===== config.mk =====
export PLATFORM = sky130hd
export DESIGN_NAME = cmpl_cell
export DESIGN_NICKNAME = d
export VERILOG_FILES = /design/src/rtl/core/cmpl_pkg.sv /design/src/rtl/core/cmpl_cell.sv
export SDC_FILE = /design/constraint.sdc
export NUM_CORES = 1
export LEC_CHECK = 0
export BUFFER_PORTS_ARGS = -buffer_cell sky130_fd_sc_hd__buf_4
export CAP_MARGIN = 30
export CORE_MARGIN = 5
export CORE_UTILIZATION = 51
export CTS_BUF_LIST = sky130_fd_sc_hd__clkbuf_16
export CTS_CLUSTER_DIAMETER = 60
export CTS_CLUSTER_SIZE = 25
export DETAILED_ROUTE_END_ITERATION = 10
export PLACE_DENSITY = 0.91
export SKIP_CTS_REPAIR_TIMING = 1
export SLEW_MARGIN = 30
export SYNTH_ARGS = -nofsm -noshare
export SYNTH_HDL_FRONTEND = slang
export SYNTH_SLANG_ARGS = --single-unit

===== constraint.sdc =====
create_clock -name clk -period 4 [get_ports clk]
set_input_delay 0 -clock clk [delete_from_list [all_inputs] [get_ports clk]]
set_output_delay 0 -clock clk [all_outputs]
set_load 0.05 [all_outputs]

===== src/rtl/core/cmpl_pkg.sv =====
// ---------------------------------------------------------------------------
// cmpl_pkg: shared types for the compacting list with min/max
// Command and status codes, controller states and the links that pass
// between neighboring cells of the list.
// ---------------------------------------------------------------------------
`timescale 1ns / 1ps

package cmpl_pkg;

  localparam int ValueW = 32;
  localparam int PosW   = 7;

  typedef enum logic [1:0] {
    CMD_APPEND = 2'd0,
    CMD_WRITE  = 2'd1,
    CMD_DELETE = 2'd2,
    CMD_QUERY  = 2'd3
  } cmd_t;

  typedef enum logic [1:0] {
    ST_DONE   = 2'd0,
    ST_FULL   = 2'd1,
    ST_BADPOS = 2'd2
  } status_t;

  typedef enum logic {
    S_IDLE = 1'b0,
    S_SCAN = 1'b1
  } state_t;

  // Command broadcast to every cell. The go bit is set only for an accepted
  // item that changes the list.
  typedef struct packed {
    logic              go;
    cmd_t              op;
    logic [PosW-1:0]   pos;
    logic [ValueW-1:0] value;
  } cell_cmd_t;

  // Passed from a cell to the cell above it: occupancy and the running
  // minimum and maximum over all occupied cells below.
  typedef struct packed {
    logic                     occ;
    logic                     ok;
    logic signed [ValueW-1:0] mn;
    logic signed [ValueW-1:0] mx;
  } up_link_t;

  // Passed from a cell to the cell below it, used when entries move down.
  typedef struct packed {
    logic              occ;
    logic [ValueW-1:0] val;
  } down_link_t;

endpackage


===== src/rtl/core/cmpl_cell.sv =====
// ---------------------------------------------------------------------------
// cmpl_cell: one entry of the compacting list
// Holds one value and its occupied flag, applies the broadcast command, and
// folds its value into the running minimum and maximum that ripple upward.
// ---------------------------------------------------------------------------
`timescale 1ns / 1ps

module cmpl_cell
  import cmpl_pkg::*;
#(
  parameter int IDX_W = 7,
  parameter int INDEX = 0
) (
  input  logic       clk,
  input  logic       rst,
  input  cell_cmd_t  cmd,
  input  up_link_t   from_below,
  input  down_link_t from_above,
  output up_link_t   to_above,
  output down_link_t to_below
);

  localparam int PW = (IDX_W > PosW) ? IDX_W : PosW;

  logic                     occ;
  logic signed [ValueW-1:0] val;
  logic                     occ_next;
  logic signed [ValueW-1:0] val_next;
  logic                     ok;
  logic signed [ValueW-1:0] mn;
  logic signed [ValueW-1:0] mx;
  logic [PW-1:0]            pos_x;
  logic [PW-1:0]            idx;
  logic                     at_pos;
  logic                     from_pos;

  assign pos_x    = PW'(cmd.pos);
  assign idx      = PW'(INDEX);
  assign at_pos   = (idx == pos_x);
  assign from_pos = (idx >= pos_x);

  always_comb begin
    occ_next = occ;
    val_next = val;
    if (cmd.go) begin
      case (cmd.op)
        CMD_APPEND: begin
          // The first free cell above an occupied one takes the value.
          if (!occ && from_below.occ) begin
            occ_next = 1'b1;
            val_next = cmd.value;
          end
        end
        CMD_WRITE: begin
          if (at_pos) begin
            val_next = cmd.value;
          end
        end
        CMD_DELETE: begin
          if (from_pos) begin
            occ_next = from_above.occ;
            val_next = from_above.val;
          end
        end
        default: begin
        end
      endcase
    end
  end

  always_ff @(posedge clk) begin
    if (rst) begin
      occ <= 1'b0;
      ok  <= 1'b0;
    end else begin
      occ <= occ_next;
      if (occ) begin
        ok <= 1'b1;
      end else begin
        ok <= from_below.ok;
      end
    end
  end

  always_ff @(posedge clk) begin
    val <= val_next;
    if (occ && from_below.ok) begin
      mn <= (val < from_below.mn) ? val : from_below.mn;
      mx <= (val > from_below.mx) ? val : from_below.mx;
    end else if (occ) begin
      mn <= val;
      mx <= val;
    end else begin
      mn <= from_below.mn;
      mx <= from_below.mx;
    end
  end

  assign to_above.occ = occ;
  assign to_above.ok  = ok;
  assign to_above.mn  = mn;
  assign to_above.mx  = mx;
  assign to_below.occ = occ;
  assign to_below.val = val;

endmodule

; Yosys cells after proc, flatten, opt, wreduce, memory -nomap -nowiden
; Cells that the tools add are included.
[op_classes]
reduce_logical = 9
n_eq_ne = 5
n_lt_le_gt_ge = 3
multipliers = 0
mux = 14
bitwise = 0
add_sub_neg = 0
div_mod_pow = 0
n_shift = 0
[ops]
columns = op, n
row1 = 2-to-1 mux 32 bit, 9
row2 = one-hot mux 32 bit (3 select lines), 1
row3 = greater-than comparator 32 bit, 1
row4 = < comparator 32 bit, 1
row5 = greater-or-equal comparator 1 x 7 -> 1 bit (first input constant), 1
row6 = logical NOT 7 bit, 1
row7 = inequality test 2 bit (second input constant), 3
row8 = AND reduction 5 bit, 1
row9 = AND reduction 4 bit, 1
row10 = 2-to-1 mux 1 bit, 3
row11 = nonzero test 3 bit, 1
row12 = == test 2 x 1 -> 1 bit (second input constant), 1
row13 = == test 2 bit (second input constant), 1
row14 = logical AND 1 bit, 2
row15 = logical NOT 2 bit, 1
row16 = one-hot mux 1 bit (2 select lines), 1
row17 = nonzero test 2 bit, 1
row18 = logical NOT 1 bit, 1
[word_totals]
output_inout_bits = 99
latchBits = 0
register_bits = 98
ramBits = 0
romBits = 0
n_memories = 0
word_cells = 36

; Depth between registers and ports, before layout
; Gate-level depths: netlist of the first run.
[depth]
ltp_word = 4
ltp_mapped = 9
depth_no_buf = 8

; Worst setup path after synthesis of the first run
; OpenSTA, ideal clock, no wires.
[synth_path]
path_type = register to register
startpoint = reg val[17]
endpoint = reg mn[10]
path_slack_ps = 1293
arrival_ps = 2586
path_stages_with_launch = 9
path_cell_list = edfxtp_1 -> ha_1 -> a21o_1 -> a221o_1 -> a22oi_1 -> nand4b_1 -> o211ai_4 -> buf_8 -> mux2_4
[synth_between]
elab_chain_cells = 3
[synth_rtl]
columns = item, line_no
row1 = "start, declared", cmpl_cell.sv:26  ; logic signed [ValueW-1:0] val;
row2 = "start signal, assigned", cmpl_cell.sv:86  ; val <= val_next;
row3 = < comparator 32 bit, cmpl_cell.sv:88  ; mn <= (val < from_below.mn) ? val : from_below.mn;
row4 = 2-to-1 mux 32 bit, cmpl_cell.sv:88
row5 = 2-to-1 mux 32 bit, cmpl_cell.sv:87  ; if (occ && from_below.ok) begin
row6 = "end signal, assigned", cmpl_cell.sv:88
row7 = "end signal, assigned", cmpl_cell.sv:91  ; mn <= val;
row8 = "end signal, assigned", cmpl_cell.sv:94  ; mn <= from_below.mn;
row9 = "end, declared", cmpl_cell.sv:30  ; logic signed [ValueW-1:0] mn;
; No other way between the ends.
; A chain may end at the register's enable or synchronous reset.

; Worst setup path in the final report of the first run
[layout_path]
startpoint = reg val[22]
endpoint = reg mx[13]
[layout_between]
elab_chain_cells = 3
[layout_rtl]
columns = item, line_no
row1 = greater-than comparator 32 bit, cmpl_cell.sv:89  ; mx <= (val > from_below.mx) ? val : from_below.mx;
row2 = 2-to-1 mux 32 bit, cmpl_cell.sv:89
row3 = 2-to-1 mux 32 bit, cmpl_cell.sv:87
row4 = "end signal, assigned", cmpl_cell.sv:89
row5 = "end signal, assigned", cmpl_cell.sv:92  ; mx <= val;
row6 = "end signal, assigned", cmpl_cell.sv:95  ; mx <= from_below.mx;
row7 = "end, declared", cmpl_cell.sv:31  ; logic signed [ValueW-1:0] mx;
; No other way between the ends.

==> impl_metrics.tcl, run 1 <==
set metrics [dict create \
    cts_tree "built" \
    place_congestion 0.845 \
    synth_area_um2 5360 \
    yosys_register_bits 98 \
    endpoint_kind "flip-flop" \
    finalWirelength_um 19800 \
    synth-main-ff-cell "dfxtp_1" \
    dp_cells 823 \
    grt_pass1_vias 5016 \
    ys_types 44 \
    hold_ws_ps 11.9 \
    detailedRoute.firstPassIterationCount 5 \
    finalMaxSlewViolations 0 \
    whs_endpoint "val[17]$_DFFE_PP_" \
    cts_made_buffers 9 \
    hold_class "in -> reg" \
    layout-drive-gt1-share_pct 43.9 \
    io_buffers 241 \
    synth_edf_count 32 \
    crit_arrival_ps 3400 \
    grt_pass1_wl_um 24300 \
    hpwl_um 12600 \
    core-area_um2 10300 \
    timing.rr.end "mx[13]$_DFF_P_" \
    detail_route.vias_per_cell 5.38 \
    final_cells 968 \
    async_flop_share_pct 0 \
    root_buffer "clkbuf_16" \
    fmax_mhz 314 \
    rsz0062_at_grt "false" \
    min_from "from_above[17]" \
    setup_viol 0 \
    critPathMaxFanout 17 \
    p_int_w 0.00201 \
    worstMarginPinSlew_ps 873 \
    io_pins 242 \
    p_per_area_nw_per_um2 317 \
    first_iter_violations 213 \
    ys_seq_area_share_pct 42.6 \
    clkSlewWorstSetupHoldPaths_ps 70 \
    final_net_count 1031 \
    crit_required_ps 4210 \
    r2r_setup_slack_ps 820 \
    maxCapViolCount 0 \
    crit_type "reg -> reg" \
    status "complete, no violations" \
    fin_worst_skew_ps 16.1 \
    die_area_um2 12700 \
    peakVddDrop_mv 0.317 \
    p_sw_w 0.000811 \
    clock_path_buffers 2 \
    wl_per_cell_um 20.5 \
    area_growth_syn_to_layout_pct 65.7 \
    die_w_um 113 \
    cp-start-kind "flip-flop" \
    ant_nets 0 \
    worstRegToRegCells 8 \
    finalHoldViolations 0 \
    syn_avg_cell_area_um2 11.8 \
    finalCriticalPeriod_ps 3180 \
    fin_crit_sh_pct 79.6 \
    cts.sinks 98 \
    p_leak_nw 4.38 \
    switching_share_pct 28.8 \
    clock_latency_ps 340 \
    combPwrFrac_pct 27.3 \
    gr-total-overflow 0 \
    antenna_found_initial 0 \
    rr_startpoint "val[22]$_DFFE_PP_" \
    die_h_um 113 \
    initial_utilization_pct 52.1 \
    pwr-share-seq_pct 39.5 \
    p_clk_share_pct 33.2 \
    drcViolationCount 0 \
    holdPathStages 2 \
    htree_levels 3 \
    vias 5211 \
    grt_usage_pct 24.3 \
    ys_warn_count 0 \
    synth_nets 662 \
    tns_ps 0 \
    grt_max_degree 34 \
    synthCells 456 \
    rows 37 \
    maxSlewHeadroom_pct 41.8 \
]
## worst max path at each step
| stage | cells past startpoint | to | slack (ps) | startpoint |
|---|---|---|---|---|
| global route | 8 | mn[13]$_DFF_P_ | 760 | val[17]$_DFFE_PP_ |
| CTS | 8 | mn[13]$_DFF_P_ | 870 | val[17]$_DFFE_PP_ |
| floorplan | 8 | mn[10]$_DFF_P_ | 1290 | val[17]$_DFFE_PP_ |
| global placement | 8 | mn[15]$_DFF_P_ | 970 | val[17]$_DFFE_PP_ |
| detailed placement | 8 | mn[13]$_DFF_P_ | 880 | val[17]$_DFFE_PP_ |
| finish | 8 | mx[13]$_DFF_P_ | 820 | val[22]$_DFFE_PP_ |
## logic make-up (layout without fill, tap and decap cells)
group	after synthesis	in the layout	synth area share, %
compound gates	58	58	7.12
fa+ha+maj	63	63	14.7
buf+inv	81	455	6.93
flops	98	98	42.6
mux	97	97	22.5
other cells	0	2	0
simple gates	59	59	6.16
## critical path, cell delays in order (launching register included)
cell and delay [ps]:
edfxtp_1 510, ha_1 390, nand4_1 220, nor4_1 660, nand4_1 180, and3_1 260, o21ai_4 240, buf_12 250
mux2_2 350
## synthesized netlist by cell type, types with 5 or more instances
library cell  instances  area [µm²]
edfxtp_1             32         961
mux2_2               67         754
nand2_1              19        71.3
dfxtp_1              66        1320
a21oi_1              21         105
mux2_4               30         450
o21ai_0              13        65.1
inv_1                68         255
nor2_1                9        33.8
a21o_1                5        37.5
nand4_1               9        56.3
ha_1                 63         788
## metrics by stage
| step | util [%] | setup WS, ps | power [W] | cell area [µm²] |
|---|---|---|---|---|
| 6_report | 86.4 | 815 | 0.00282 | 8880 |
| 5_1_grt | 86.4 | 757 | 0.00290 | 8880 |
| 4_1_cts | 74.0 | 868 | 0.00269 | 7600 |
| 3_5_place_dp | 70.9 | 884 | 0.00177 | 7290 |
| 3_3_place_gp | 70.9 | 975 | 0.00175 | 7290 |
| 2_1_floorplan | - | 1290 | 0.00151 | 5360 |
## power by group through the flow
stage	clock, W	sequential (W)	combinational [W]
3_5_place_dp	0	0.00113	0.000635
4_1_cts	0.000934	0.00111	0.000640
5_1_grt	0.000976	0.00112	0.000811
3_3_place_gp	0	0.00113	0.000619
6_report	0.000935	0.00111	0.000770
2_1_floorplan	0	0.00131	0.000200
## layout make-up
class,count,area [µm²]
inverters,68,255
repair buffers,371,3130
diodes,2,5.00
flip-flops and latches,98,2280
well taps,136,170
clock inverters,7,93.8
clock buffers,9,225
fillers,476,1400
multi-input cells,277,2720
## layout by cell type, fill, tap and decap left out, types with 2 or more instances in the layout
cell type	count
buf_4	242
o21ai_0	13
a21oi_1	21
nand3_1	2
nand3b_1	2
a21boi_0	2
ha_1	63
dfxtp_1	66
and3_1	2
a221oi_1	2
a221o_1	2
clkbuf_16	9
mux2_2	67
nand4_1	9
mux2_4	30
nor2_1	9
dlygate4sd3_1	127
diode_2	2
buf_12	2
a21o_1	5
nand2_1	19
a31oi_1	2
bufinv_16	2
a22oi_1	2
edfxtp_1	32
nor4_1	4
inv_1	69
## layer usage
metal	GRT usage, %	routed length, µm	vias up
li1	-	-	2365
met1	25.7	6800	2502
met2	46.2	10900	269
met3	5.98	1220	75
met4	8.73	927	0
met5	0	0	-
## registers in the layout, indices dropped and copies added (netlist names)
register  cells
mn           32
val          32
ok            1
mx           32
occ           1
Note: power is estimated with default switching activity, not from simulation.
==> run 2, diff against run 1 <==
Settings changed: ABC_AREA from default to 1, PLACE_DENSITY 0.91 to 0.87.
Clock period 4 ns to 3.33 ns, I/O delays scaled along.
==> run 2 against run 1 <==
Against the previous run: the run now ends with negative hold slack left; largest cell class is now multi-input gates; hold slack worse by 34 ps; final area up 12%; utilization shrank 8.4 points.
==> impl_metrics.tcl, run 2 <==
set metrics [dict create \
    status "finished, violations left" \
    violations "negative hold slack" \
    largestRegisters "mn: 32 flops, mx: 32 flops, val: 32 flops" \
    setup_viol 0 \
    crit_path_top_delay_cell "nand3_4" \
    detailedRoute.firstPassIterationCount 6 \
    synth-simple-area-share_pct 34.6 \
    htree_levels 3 \
    initial_utilization_pct 52.5 \
    p_sw_w 0.00137 \
    grt_max_degree 66 \
    synthCells 929 \
    crit_chain "ha_1, a21oi_1, o21a_1, nand2_1, nor2_1, nand3_2, nand3_4, nand2_1, nand3_1, nand2_1" \
    synth_commonest_cells "nand2_1, inv_1, nand3_1, a21oi_1, dfxtp_1" \
    maxSlewHeadroom_pct 45.1 \
    cts_tree "built" \
    crit_arrival_ps 3120 \
    vias 8202 \
    cts_made_buffers 9 \
    p_int_w 0.00234 \
    area_growth_syn_to_layout_pct 48.6 \
    die_area_um2 15500 \
    layout-drive-gt1-share_pct 24.0 \
    crit_required_ps 3570 \
    crit_top_cell "nand2_1" \
    synth_adder_area_share_pct 11.8 \
    muxShareOfSynthArea_pct 0 \
    yosys_register_bits 98 \
    finalHoldViolations 2 \
    critPathMaxFanout 32 \
    grt_pass1_vias 7168 \
    grt_usage_pct 28.2 \
    finalWirelength_um 26700 \
    critPathMaxStageDelay_ps 570 \
    hpwl_um 16200 \
    rows 41 \
    fin_worst_skew_ps 8.14 \
    async_flop_share_pct 0 \
    wl_per_cell_um 18.5 \
    peakVddDrop_mv 0.217 \
    fmax_mhz 348 \
    syn_avg_cell_area_um2 7.21 \
    fin_crit_sh_pct 86.4 \
    synth_edf_count 32 \
    io_buffers 241 \
    placed_cell_area_um2 8480 \
    ys_seq_area_share_pct 34.1 \
    tns_ps 0 \
    fill_cells 827 \
    pwr-share-seq_pct 37.1 \
    finalMaxSlewViolations 0 \
    ant_nets 0 \
    clock_latency_ps 360 \
    die_h_um 125 \
    synth.area.top_cells "dfxtp_1, nand2_1, edfxtp_1" \
    synth_top_family_by_area "simple AND/OR/NAND/NOR gates" \
    grt_pass1_wl_um 35800 \
    combPwrFrac_pct 36.7 \
    core-area_um2 12800 \
    crit_type "reg -> reg" \
    cts.sinks 98 \
    first_iter_violations 1220 \
    dp_cells 1301 \
    p_leak_nw 5.18 \
    synth_nets 1135 \
    cp-start-kind "flip-flop" \
    final_cells 1441 \
    final_common_cell "nand2_1" \
    antenna_found_initial 3 \
    die_w_um 125 \
    p_clk_share_pct 26.2 \
    root_buffer "clkbuf_16" \
    detail_route.vias_per_cell 5.69 \
    stdcell_area_um2 9960 \
    finalCriticalPeriod_ps 2880 \
    hold_class "in -> reg" \
    final_net_count 1467 \
    drcViolationCount 0 \
    layout_common_cells "nand2_1, buf_4, dlygate4sd3_1" \
    synth_area_um2 6700 \
    hold_ws_ps -22.0 \
    maxCapViolCount 0 \
    ys_types 29 \
    synth_top_cell_by_area "dfxtp_1" \
    rsz0062_at_grt "false" \
    clock_path_buffers 2 \
    io_pins 242 \
    yosysMostFrequentCell "nand2_1" \
    clkSlewWorstSetupHoldPaths_ps 60 \
    switching_share_pct 36.9 \
    p_per_area_nw_per_um2 373 \
    gr-total-overflow 0 \
    synth_compound_area_share_pct 8.20 \
    endpoint_kind "flip-flop" \
    place_congestion 0.899 \
    ys_warn_count 0 \
    worstMarginPinSlew_ps 821 \
    synth_xor_area_share_pct 0 \
    synth_top_area_share_pct 19.7 \
    synth-main-ff-cell "dfxtp_1" \
]
## run 2: cell count changes in the layout (fill, tap and decap cells not counted), moves of 5 or more
cell / delta
a21oi_1: +73
inv_1: +44
buf_4: +7
dlygate4sd3_1: -6
mux2_2: -67
nand3_1: +110
nand2_1: +238
nor2_2: +5
nand3_2: +23
nor2_1: +40
nand4_1: +27
mux2_4: -30
o21ai_0: -6
## run 2: final cells by class
cell class	instances	area, µm²	area share [%]
Antenna cell	3	7.51	0.0754
Clock buffer	9	225	2.26
Clock inverter	7	36.3	0.364
Inverter	117	442	4.43
Multi-Input combinational cell	665	3670	36.9
Sequential cell	98	2280	22.9
Tap cell	172	215	2.16
Timing Repair Buffer	370	3080	30.9
## run 2: logic make-up (layout without fill, tap and decap cells)
| logic type | after synthesis | in the layout |
|---|---|---|
| flip-flops | 98 | 98 |
| AO/OA/AOI/OAI | 106 | 106 |
| other | 0 | 3 |
| adder cells (fa/ha/maj) | 63 | 63 |
| buffers and inverters | 166 | 503 |
| AND/OR/NAND/NOR | 496 | 496 |
## run 2: power groups by stage
stage | clock network, W | logic [W] | registers, W
5_1_grt | 0.00102 | 0.00146 | 0.00138
2_1_floorplan | 0 | 0.000487 | 0.00170
3_3_place_gp | 0 | 0.00117 | 0.00140
3_5_place_dp | 0 | 0.00119 | 0.00140
4_1_cts | 0.000965 | 0.00119 | 0.00137
6_report | 0.000971 | 0.00136 | 0.00138
## run 2: path summary, 6_finish.rpt
path | startpoint | to | slack [ps] | depth (start not counted)
setup / recovery | val[29]$_DFFE_PP_ | mx[28]$_DFF_P_ | 450 | 10
hold / removal | from_above[32] | occ$_SDFFE_PP0P_ | -20 | 3
setup reg to reg | val[29]$_DFFE_PP_ | mx[28]$_DFF_P_ | 450 | 10
hold reg to reg | occ$_SDFFE_PP0P_ | occ$_SDFFE_PP0P_ | 560 | 2
## run 2: routing by layer
layer	part of all wire [%]	vias up	wire length (µm)	GRT usage (%)
li1	-	3740	-	-
met1	36	3705	9670	34.0
met2	48	622	12800	47.7
met3	11	135	2940	7.33
met4	4.7	0	1260	11.4
met5	0	-	0	0
## run 2: metrics by stage
stage,power (W),setup slack (ps),utilization (%)
floorplan,0.00219,217,-
global placement,0.00256,673,66.4
detailed placement,0.00259,651,66.4
CTS,0.00353,605,68.4
global route,0.00386,281,78.0
finish,0.00371,453,78.0
## run 2: critical path, delay by kind of cell (launching register included)
kind                       cells  cell delay, ps
AOI/OAI and AO/OA              2             370
DFF                            1             460
and+or+nand+nor                7            1580
adders and majority gates      1             340
==> run 3, diff against run 2 <==
Settings changed: CORE_UTILIZATION 51 to 55, PLACE_DENSITY 0.87 to 0.92.
Clock period 3.33 ns to 3.5 ns, I/O delays scaled along.
==> run 3 against run 2 <==
Against the previous run: the flow now finishes without violations; hold slack improved by 33 ps; setup slack better by 79 ps; utilization rose by 5.6 points; wire length rose by 3.2%.
==> impl_metrics.tcl, run 3 (synthesis results as in run 2) <==
set metrics [dict create \
    grt_pass1_vias 7118 \
    p_leak_nw 5.21 \
    layout-drive-gt1-share_pct 24.1 \
    detailedRoute.firstPassIterationCount 6 \
    final_net_count 1470 \
    fmax_mhz 337 \
    die_area_um2 14500 \
    io_buffers 241 \
    setup_viol 0 \
    grt_usage_pct 29.5 \
    critPathMaxStageDelay_ps 600 \
    p_per_area_nw_per_um2 363 \
    endpoint_kind "flip-flop" \
    largestRegisters "mn: 32 flops, mx: 32 flops, val: 32 flops" \
    rsz0062_at_grt "false" \
    maxSlewHeadroom_pct 49.6 \
    crit_required_ps 3740 \
    final_common_cell "nand2_1" \
    core-area_um2 12000 \
    root_buffer "clkbuf_16" \
    num_antenna_cells 0 \
    clkSlewWorstSetupHoldPaths_ps 70 \
    area_growth_syn_to_layout_pct 49.2 \
    fin_worst_skew_ps 9.35 \
    status "complete, no violations" \
    clock_latency_ps 350 \
    cts_tree "built" \
    worstMarginPinSlew_ps 756 \
    cp-start-kind "flip-flop" \
    place_congestion 0.907 \
    ant_nets 0 \
    htree_levels 3 \
    die_w_um 120 \
    critPathTopFamily "simple AND/OR/NAND/NOR gates" \
    io_pins 242 \
    crit_arrival_ps 3200 \
    maxCapViolCount 0 \
    hold_class "in -> reg" \
    finalHoldViolations 0 \
    crit_path_top_delay_cell "nand3_4" \
    placed_cell_area_um2 8480 \
    hpwl_um 15900 \
    clock_path_buffers 2 \
    finalWirelength_um 27500 \
    first_iter_violations 1321 \
    utilization_pct 83.6 \
    layout_common_cells "nand2_1, buf_4, dlygate4sd3_1" \
    grt_pass1_wl_um 34700 \
    gr-total-overflow 0 \
    initial_utilization_pct 56.0 \
    fin_crit_sh_pct 84.8 \
    drcViolationCount 0 \
    finalMaxSlewViolations 0 \
    peakVddDrop_mv 0.254 \
    tns_ps 0 \
    critPathMaxFanout 32 \
    wl_per_cell_um 19.5 \
    grt_max_degree 66 \
    cts_made_buffers 9 \
    crit_type "reg -> reg" \
    die_h_um 120 \
    vias 8513 \
    finalCriticalPeriod_ps 2970 \
    crit_chain "ha_1, a21oi_1, o21a_1, a21oi_1, nor2_1, nand3_2, nand3_4, nand2_1, nand3_1, nand2_1" \
    detail_route.vias_per_cell 6.01 \
    antenna_found_initial 0 \
    cts.sinks 98 \
    rows 40 \
    cp_num_buf_inv 0 \
    stdcell_area_um2 10000 \
]
## run 3: worst register-to-register path, stage by stage, from the launching register on
cell and delay, ps:
edfxtp_1 490, ha_1 340, a21oi_1 200, o21a_1 150, a21oi_1 70, nor2_1 160
nand3_2 490, nand3_4 600, nand2_1 170, nand3_1 110, nand2_1 70
## run 3: final timing paths
kind / from / slack, ps / depth (start not counted) / to
max reg2reg: val[21]$_DFFE_PP_ / 530 / 10 / mx[10]$_DFF_P_
min: cmd[15] / 10 / 3 / val[15]$_DFFE_PP_
max: val[21]$_DFFE_PP_ / 530 / 10 / mx[10]$_DFF_P_
min reg2reg: occ$_SDFFE_PP0P_ / 620 / 2 / occ$_SDFFE_PP0P_
## run 3: layout make-up
| type | instances | area, µm² |
|---|---|---|
| clock buffers | 9 | 225 |
| clock inverters | 7 | 60.1 |
| fillers | 628 | 1960 |
| inverters | 117 | 442 |
| multi-input cells | 665 | 3670 |
| flip-flops and latches | 98 | 2280 |
| well taps | 147 | 184 |
| repair buffers | 373 | 3140 |
## run 3: per-stage QoR
stage | power (W) | hold slack [ps] | setup WS [ps] | instances
CTS | 0.00343 | -196 | 631 | 1293
finish | 0.00363 | 11.0 | 531 | 1416
floorplan | 0.00208 | 69.1 | 387 | 929
global placement | 0.00243 | 168 | 754 | 1275
global route | 0.00375 | 20.9 | 375 | 1416
detailed placement | 0.00246 | 172 | 701 | 1277
## run 3: layer usage
layer | track usage (%) | wire [µm] | vias up
met1 | 36.8 | 9450 | 3839
met5 | 0 | 0 | -
met4 | 11.3 | 1610 | 0
met3 | 7.02 | 3330 | 169
li1 | - | - | 3735
met2 | 49.4 | 13100 | 770
## run 3: report_power, final
group,internal (W),switching (W)
Combinational,0.000494,0.000823
Sequential,0.00127,0.0000470
Clock,0.000547,0.000452
